`src/rtl/assert_macros.svh`:
```
// assertion macros shared by the byte ring fifo rtl
// no dependencies; the bodies are empty when SYNTHESIS is defined
`ifndef ASSERT_MACROS_SVH
`define ASSERT_MACROS_SVH

`ifndef SYNTHESIS
`define BRF_ASSERT(lbl, clk, rst_n, prop) \
	lbl: assert property (@(posedge clk) disable iff (!rst_n) (prop)) \
		else $error("assertion failed");
`define BRF_ASSERT_NEXT(lbl, clk, rst_n, ante, cons) \
	lbl: assert property (@(posedge clk) disable iff (!rst_n) (ante) |=> (cons)) \
		else $error("assertion failed");
`else
`define BRF_ASSERT(lbl, clk, rst_n, prop)
`define BRF_ASSERT_NEXT(lbl, clk, rst_n, ante, cons)
`endif

`endif

```
`src/rtl/brfm_pkg.sv`:
```
// shared constants, command codes and transaction types for the byte ring fifo
// no dependencies
`default_nettype none

package brfm_pkg;

	localparam int DEPTH     = 256;
	localparam int MAX_BYTES = 8;
	localparam int BYTE_W    = 8;
	localparam int DATA_W    = MAX_BYTES * BYTE_W;
	localparam int LANE_W    = $clog2(MAX_BYTES);
	localparam int PTR_W     = $clog2(DEPTH);
	localparam int CNT_W     = $clog2(DEPTH + 1);
	localparam int ROWS      = DEPTH / MAX_BYTES;
	localparam int ROW_W     = $clog2(ROWS);
	localparam int LEN_W     = 4;
	localparam int CMD_W     = 2;

	typedef enum logic [CMD_W-1:0] {
		CMD_WRITE = 2'd0,
		CMD_READ  = 2'd1,
		CMD_CLEAR = 2'd2
	} cmd_t;

	typedef struct packed {
		logic [CMD_W-1:0]  cmd;
		logic [LEN_W-1:0]  length;
		logic [DATA_W-1:0] write_data;
	} cmd_item_t;

	typedef struct packed {
		logic              ok;
		logic [DATA_W-1:0] read_data;
		logic [CNT_W-1:0]  byte_count;
		logic              is_empty;
		logic              is_full;
	} rsp_item_t;

	typedef struct packed {
		logic              ok;
		logic              rd;
		logic [LEN_W-1:0]  len;
		logic [LANE_W-1:0] rot;
		logic [CNT_W-1:0]  byte_count;
		logic              is_empty;
		logic              is_full;
	} res_info_t;

endpackage

`default_nettype wire

```
`src/rtl/brfm_lane.sv`:
```
// one byte lane of the ring store: a small memory with one write and one registered read
// depends on brfm_pkg
`default_nettype none

module brfm_lane
	import brfm_pkg::*;
(
	input  wire logic              clk,
	input  wire logic              we,
	input  wire logic [ROW_W-1:0]  waddr,
	input  wire logic [BYTE_W-1:0] wdata,
	input  wire logic              re,
	input  wire logic [ROW_W-1:0]  raddr,
	output logic      [BYTE_W-1:0] rdata
);

	logic [BYTE_W-1:0] mem_q [ROWS];
	logic [BYTE_W-1:0] rdata_q;

	always_ff @(posedge clk) begin
		if (we) begin
			mem_q[waddr] <= wdata;
		end
	end

	always_ff @(posedge clk) begin
		if (re) begin
			rdata_q <= mem_q[raddr];
		end
	end

	assign rdata = rdata_q;

endmodule

`default_nettype wire

```
`src/rtl/brfm_merge.sv`:
```
// merging stage: rotates the lane read bytes into stream order and masks unused bytes
// depends on brfm_pkg
`default_nettype none

module brfm_merge
	import brfm_pkg::*;
(
	input  wire logic      [MAX_BYTES-1:0][BYTE_W-1:0] lane_rdata,
	input  wire res_info_t                             info,
	output rsp_item_t                                  rsp
);

	logic [MAX_BYTES-1:0][BYTE_W-1:0] bytes;

	always_comb begin
		for (int i = 0; i < MAX_BYTES; i++) begin
			logic [LANE_W-1:0] src;
			src = info.rot + LANE_W'(i);
			if (info.rd && (LEN_W'(i) < info.len)) begin
				bytes[i] = lane_rdata[src];
			end else begin
				bytes[i] = '0;
			end
		end
		rsp.ok         = info.ok;
		rsp.read_data  = bytes;
		rsp.byte_count = info.byte_count;
		rsp.is_empty   = info.is_empty;
		rsp.is_full    = info.is_full;
	end

endmodule

`default_nettype wire

```
`src/rtl/byte_ring_fifo_multibyte_top.sv`:
```
// top level of the multi-byte ring fifo: pointers, access decision, lanes and merge
// depends on brfm_pkg, brfm_lane, brfm_merge and assert_macros.svh
//
// channel  direction  payload       transaction
// cmd      in         cmd_item_t    cmd_valid && cmd_ready
// rsp      out        rsp_item_t    rsp_valid && rsp_ready
// cfg      in         cfg_capacity  cfg_valid && cfg_ready
//
// one access per cycle unless a held result stalls cmd_ready; the result appears in the cycle after the access is taken
// up to eight byte lanes are written, or all eight read, in the same cycle, one row each
// the result register holds while rsp_ready is low; a new access enters as it drains
// reset empties the buffer and sets the capacity to 256; no clearing pass
// a capacity write also empties the buffer
`default_nettype none
`include "assert_macros.svh"

module byte_ring_fifo_multibyte_top
	import brfm_pkg::*;
(
	input  wire logic             clk,
	input  wire logic             arst_n,
	input  wire logic             cmd_valid,
	output logic                  cmd_ready,
	input  wire cmd_item_t        cmd_data,
	output logic                  rsp_valid,
	input  wire logic             rsp_ready,
	output rsp_item_t             rsp_data,
	input  wire logic             cfg_valid,
	output logic                  cfg_ready,
	input  wire logic [CNT_W-1:0] cfg_capacity
);

	logic [CNT_W-1:0] cap_q;
	logic [CNT_W-1:0] held_q;
	logic [PTR_W-1:0] wk_q;
	logic [PTR_W-1:0] rk_q;
	logic             valid_s1;
	res_info_t        res_s1;

	logic             fire;
	logic             cfg_fire;
	logic             len_ok;
	logic             wr_ok;
	logic             rd_ok;
	logic             clr;
	logic [CNT_W-1:0] room;
	logic [CNT_W-1:0] held_next;
	logic [CNT_W-1:0] cap_eff;

	logic [MAX_BYTES-1:0]             lane_we;
	logic [MAX_BYTES-1:0][BYTE_W-1:0] lane_rdata;

	assign cfg_ready = 1'b1;
	assign cfg_fire  = cfg_valid && cfg_ready;
	assign cmd_ready = !valid_s1 || rsp_ready;
	assign fire      = cmd_valid && cmd_ready;
	assign rsp_valid = valid_s1;

	always_comb begin
		len_ok = (cmd_data.length != '0) && (cmd_data.length <= LEN_W'(MAX_BYTES));
		room   = cap_q - held_q;
		wr_ok  = (cmd_data.cmd == CMD_WRITE) && len_ok && (CNT_W'(cmd_data.length) <= room);
		rd_ok  = (cmd_data.cmd == CMD_READ) && len_ok && (CNT_W'(cmd_data.length) <= held_q);
		clr    = (cmd_data.cmd == CMD_CLEAR);
		if (wr_ok) begin
			held_next = held_q + CNT_W'(cmd_data.length);
		end else if (rd_ok) begin
			held_next = held_q - CNT_W'(cmd_data.length);
		end else if (clr) begin
			held_next = '0;
		end else begin
			held_next = held_q;
		end
		if (cfg_capacity == '0) begin
			cap_eff = CNT_W'(1);
		end else if (cfg_capacity > CNT_W'(DEPTH)) begin
			cap_eff = CNT_W'(DEPTH);
		end else begin
			cap_eff = cfg_capacity;
		end
	end

	always_ff @(posedge clk or negedge arst_n) begin
		if (!arst_n) begin
			cap_q    <= CNT_W'(DEPTH);
			held_q   <= '0;
			wk_q     <= '0;
			rk_q     <= '0;
			valid_s1 <= 1'b0;
		end else begin
			if (cfg_fire) begin
				cap_q  <= cap_eff;
				held_q <= '0;
				wk_q   <= '0;
				rk_q   <= '0;
			end else if (fire) begin
				held_q <= held_next;
				if (wr_ok) begin
					wk_q <= wk_q + PTR_W'(cmd_data.length);
				end
				if (rd_ok) begin
					rk_q <= rk_q + PTR_W'(cmd_data.length);
				end
				if (clr) begin
					wk_q <= '0;
					rk_q <= '0;
				end
			end
			if (fire) begin
				valid_s1 <= 1'b1;
			end else if (rsp_ready) begin
				valid_s1 <= 1'b0;
			end
		end
	end

	always_ff @(posedge clk) begin
		if (fire) begin
			res_s1.ok         <= wr_ok || rd_ok || clr;
			res_s1.rd         <= rd_ok;
			res_s1.len        <= cmd_data.length;
			res_s1.rot        <= rk_q[LANE_W-1:0];
			res_s1.byte_count <= held_next;
			res_s1.is_empty   <= (held_next == '0);
			res_s1.is_full    <= (held_next == cap_q);
		end
	end

	for (genvar j = 0; j < MAX_BYTES; j++) begin : g_lane
		logic [LANE_W-1:0] woff;
		logic [LANE_W-1:0] roff;
		logic [PTR_W-1:0]  wpos;
		logic [PTR_W-1:0]  rpos;

		assign woff       = LANE_W'(j) - wk_q[LANE_W-1:0];
		assign roff       = LANE_W'(j) - rk_q[LANE_W-1:0];
		assign wpos       = wk_q + PTR_W'(woff);
		assign rpos       = rk_q + PTR_W'(roff);
		assign lane_we[j] = fire && !cfg_fire && wr_ok && (LEN_W'(woff) < cmd_data.length);

		brfm_lane u_lane (
			.clk   (clk),
			.we    (lane_we[j]),
			.waddr (wpos[PTR_W-1:LANE_W]),
			.wdata (cmd_data.write_data[woff*BYTE_W +: BYTE_W]),
			.re    (fire && rd_ok),
			.raddr (rpos[PTR_W-1:LANE_W]),
			.rdata (lane_rdata[j])
		);
	end

	brfm_merge u_merge (
		.lane_rdata (lane_rdata),
		.info       (res_s1),
		.rsp        (rsp_data)
	);

	`BRF_ASSERT(a_held_le_cap, clk, arst_n, held_q <= cap_q)
	`BRF_ASSERT(a_ptr_gap, clk, arst_n, held_q[PTR_W-1:0] == PTR_W'(wk_q - rk_q))
	`BRF_ASSERT_NEXT(a_cfg_empties, clk, arst_n, cfg_fire, held_q == '0)
	`BRF_ASSERT_NEXT(a_stall_holds, clk, arst_n, rsp_valid && !rsp_ready, $stable(res_s1))

endmodule

`default_nettype wire

```
`config.mk`:
```
export PLATFORM = sky130hd
export DESIGN_NAME = byte_ring_fifo_multibyte_top
export DESIGN_NICKNAME = d
export VERILOG_FILES = /design/src/rtl/brfm_pkg.sv /design/src/rtl/brfm_lane.sv /design/src/rtl/brfm_merge.sv /design/src/rtl/byte_ring_fifo_multibyte_top.sv
export VERILOG_INCLUDE_DIRS = /design/src /design/src/rtl
export SDC_FILE = /design/constraint.sdc
export NUM_CORES = 2
export LEC_CHECK = 0
export BUFFER_PORTS_ARGS = -buffer_cell sky130_fd_sc_hd__buf_2
export CORE_ASPECT_RATIO = 0.5
export CORE_UTILIZATION = 60
export CTS_CLUSTER_SIZE = 16
export DETAILED_ROUTE_END_ITERATION = 8
export GPL_TIMING_DRIVEN = 0
export PLACE_DENSITY = 0.76
export SLEW_MARGIN = 20
export SYNTH_ARGS = -nofsm -noshare
export SYNTH_HDL_FRONTEND = slang
export SYNTH_SLANG_ARGS = --single-unit
```
`constraint.sdc`:
```
create_clock -name clk -period 7.3 [get_ports clk]
set_clock_uncertainty 0.05 [all_clocks]
set_input_delay 0.73 -clock clk [delete_from_list [all_inputs] [get_ports clk]]
set_output_delay 0.73 -clock clk [all_outputs]
set_load 0.1 [all_outputs]
```
==> flow_metrics.py <==
metrics = {
    "critical_path": {
        "cp-end-kind": "flop",
        "rr_startpoint": "wk_q[1]",
        "critical_path.most_common_cell": "clkbuf_1",
        "crit_path_max_fanout": 10,
        "critPathMaxStageDelay_ps": 740,
        "worstPathArrival_ps": 7610,
        "worstPathRequired_ps": 7670,
        "crit_start": "wk_q[1]",
        "critPathLaunchType": "flop",
        "regToRegSetupSlack_ps": 60,
        "path_cells": "clkbuf_2 -> clkbuf_1 -> clkbuf_2 -> inv_1 -> ha_1 -> clkbuf_1 -> clkdlybuf4s15_2 -> inv_1 -> ha_1 -> a21o_1 -> a21oi_1 -> nor2_1 -> nor4_1 -> nand2b_1 -> clkbuf_1 -> nor3_2",
        "worstSetupPathType": "reg2reg",
        "worstRegToRegCells": 16,
        "cp_slowest_cell": "nor3_2",
        "r2r-end": "g_lane[2].u_lane.mem_q[27][4]",
    },
    "synthesis": {
        "synth_fa_ha_area_share_pct": 1.01,
        "yosys_warnings": 0,
        "async_flop_share_pct": 1.62,
        "avgSynthCellArea_um2": 19.7,
        "synth-seq-cells": 2167,
        "syn_inst": 4650,
        "synth_edf_count": 2132,
        "ys_types": 77,
        "synthXorXnorAreaFrac_pct": 1.09,
        "yosysSeqAreaShare_pct": 70.9,
        "syn_area_mm2": 0.0916,
        "synth.area.mux_share_pct": 19.9,
        "yosys.area_share.simple_pct": 4.10,
        "synth_compound_area_share_pct": 1.67,
        "ys.flop_type": "edfxtp_1",
        "synth_nets": 4804,
        "synth_top_family_by_area": "multiplexers",
    },
    "sta": {
        "grt_setup_unrepaired": "true",
        "tightestPinTransition_ps": 1240,
        "hold_violations": 0,
        "fin_crit_sh_pct": 99.1,
        "setup_violations": 0,
        "fmax_mhz": 138,
        "period_needed_ps": 7240,
        "maxSlewViolCount": 0,
        "relSlewSlack_pct": 17.0,
        "timing.hold.ws_ps": 66.4,
        "layout_setup_ws_ps": 63.6,
    },
    "place": {
        "hpwlAfterDp_mm": 167,
        "gp_congestion": 1.02,
        "dp_cells": 6807,
        "port_buffers": 160,
        "post-place-ws_ps": -990,
    },
    "floorplanning": {
        "fp.dieH_um": 278,
        "initial_utilization_pct": 61.0,
        "die_w_um": 555,
        "core_area_mm2": 0.150,
        "rows": 100,
        "ios": 163,
        "dieArea_mm2": 0.154,
    },
    "final_layout": {
        "instances_no_fill": 7153,
        "syn_to_final_growth_pct": 10.5,
        "multi_input_area_mm2": 0.0258,
        "nets": 5162,
        "final_common_cell": "edfxtp_1",
        "layout_common_cells": "2132 x edfxtp_1, 756 x mux4_2, 364 x nor2_1",
        "nFillCells": 9445,
        "drive_gt1_share_pct": 28.1,
        "seq_area_mm2": 0.0649,
        "fin_util_pct": 67.4,
    },
    "status": {
        "status": "finished clean",
    },
    "clock_network": {
        "cts_buffers": 187,
        "cts_tree": "done",
        "htreeDepth": 4,
        "cts.sinks": 2167,
        "clockBufferDepth": 4,
        "cts_root_buffer": "clkbuf_16",
        "clk_pin_slew_ps": 70,
        "insertion_delay_ps": 840,
    },
    "route": {
        "dr.first_iter.drc_count": 7244,
        "num_vias": 49224,
        "antenna_left": 0,
        "wl_per_cell_um": 34.2,
        "dr.pass1.iters": 8,
        "via_per_inst": 6.88,
        "routed_wl_mm": 245,
        "drc": 0,
    },
    "global_routing": {
        "antenna_found_initial": 45,
        "grt_max_degree": 36,
        "grt_pass1_wl_mm": 347,
        "overflow": 0,
        "grt_usage_pct": 32.0,
        "grt_pass1_vias": 48680,
    },
    "hold_path": {
        "hold_depth": 2,
        "min_from": "cmd_valid",
        "hold_end": "rsp_valid",
        "hp-class": "in2reg",
    },
    "power": {
        "p_per_area_mw_per_mm2": 283,
        "p_leak_nw": 32.3,
        "irDropWorstVdd_uv": 183,
    },
    "flow_run": {
        "cap_violations": 0,
    },
}
==> critical path, delay by kind of cell (launching register included) <==
kind,cells,cell delay (ps)
buf+inv,8,3420
simple gates,4,1700
fa+ha+maj,2,650
flops,1,580
compound gates,2,410
==> sequential cells by signal, indices dropped and copies added, names as in the netlist <==
signal / flops
g_lane.u_lane.mem_q: 2048
g_lane.u_lane.rdata: 64
res_s1: 20
cap_q: 9
held_q: 9
rk_q: 8
wk_q: 8
rsp_valid: 1
==> cells in the mapped netlist, drive strengths merged (13+ instances only) <==
cell type / n / area, um^2
dfrtp: 34 / 851
nor3: 30 / 155
edfxtp: 2132 / 64000
mux2i: 31 / 310
ha: 64 / 801
nand2b: 23 / 144
buf: 119 / 627
nand3: 16 / 80.1
a211oi: 13 / 103
mux4: 756 / 17000
a21o: 15 / 113
clkbuf: 119 / 447
nor2b: 20 / 125
inv: 45 / 169
nor2: 367 / 1380
xnor2: 64 / 576
o21ai: 56 / 280
mux2: 79 / 890
nand2: 399 / 1500
xor2: 46 / 425
a21oi: 95 / 475
==> kinds of logic (layout without fill, tap and decap cells) <==
group                      after synthesis  after routing
adders and majority gates               70             70
other                                    1             26
and+or+nand+nor                        908            908
xor gates and xnor gates               110            110
AOI/OAI and AO/OA                      240            240
muxes                                  866            866
DFF                                   2167           2167
buffers and inverters                  288            777
==> how the worst max path moves through the flow <==
stage / end / slack (ps) / cells past startpoint
2_1_floorplan: rk_q[0] / 1780 / 6
3_3_place_gp: g_lane[2].u_lane.mem_q[26][4] / -720 / 16
3_5_place_dp: g_lane[2].u_lane.mem_q[30][0] / -990 / 16
4_1_cts: g_lane[2].u_lane.mem_q[30][0] / 210 / 16
5_1_grt: g_lane[2].u_lane.mem_q[27][4] / -120 / 16
6_report: g_lane[2].u_lane.mem_q[27][4] / 60 / 16
==> through the flow <==
| step | power [mW] | instance area [um^2] | setup TNS, ps |
|---|---|---|---|
| 2_1_floorplan | 17.5 | 91600 | 0 |
| 3_3_place_gp | 19.0 | 94900 | -334290 |
| 3_5_place_dp | 19.2 | 95200 | -309540 |
| 4_1_cts | 28.6 | 101000 | 0 |
| 5_1_grt | 29.3 | 101000 | -5660 |
| 6_report | 28.7 | 101000 | 0 |
==> area by class of cell <==
type / count / share of cell area (%)
multi-input cells: 2195 / 25.5
flip-flops and latches: 2167 / 64.1
clock buffers: 223 / 4.80
inverters: 50 / 0.185
clock inverters: 97 / 0.858
diodes: 25 / 0.0618
well taps: 1989 / 2.46
repair buffers: 169 / 0.912
plain buffers: 238 / 1.08
==> power breakdown <==
group          internal (mW)  leakage (nW)  switching, mW
Sequential              14.3          19.7         0.0401
Clock                   5.24          2.79           4.42
Combinational           1.58          9.84           3.10
Total                   21.1          32.3           7.56
==> repair_timing <==
| item | 4_1_cts | 5_1_grt |
|---|---|---|
| hold buffers | 1 | 0 |
| endpoints found under the hold margin | 34 | 0 |
| gates resized for setup | 9 | 3 |
| setup endpoints to repair | 784 | 197 |
| setup buffers | 0 | 0 |
| cloned | 0 | 0 |
==> routing by layer <==
layer	vias to the layer above	GRT usage [%]	wire, um	share of wire (%)
met5	-	0	104	0.043
met4	14	11.2	9870	4.0
met3	506	9.46	31400	13
met2	3273	48.6	113000	46
met1	25768	45.0	90500	37
li1	19663	-	-	-
Power figures use the tool's default switching activity.
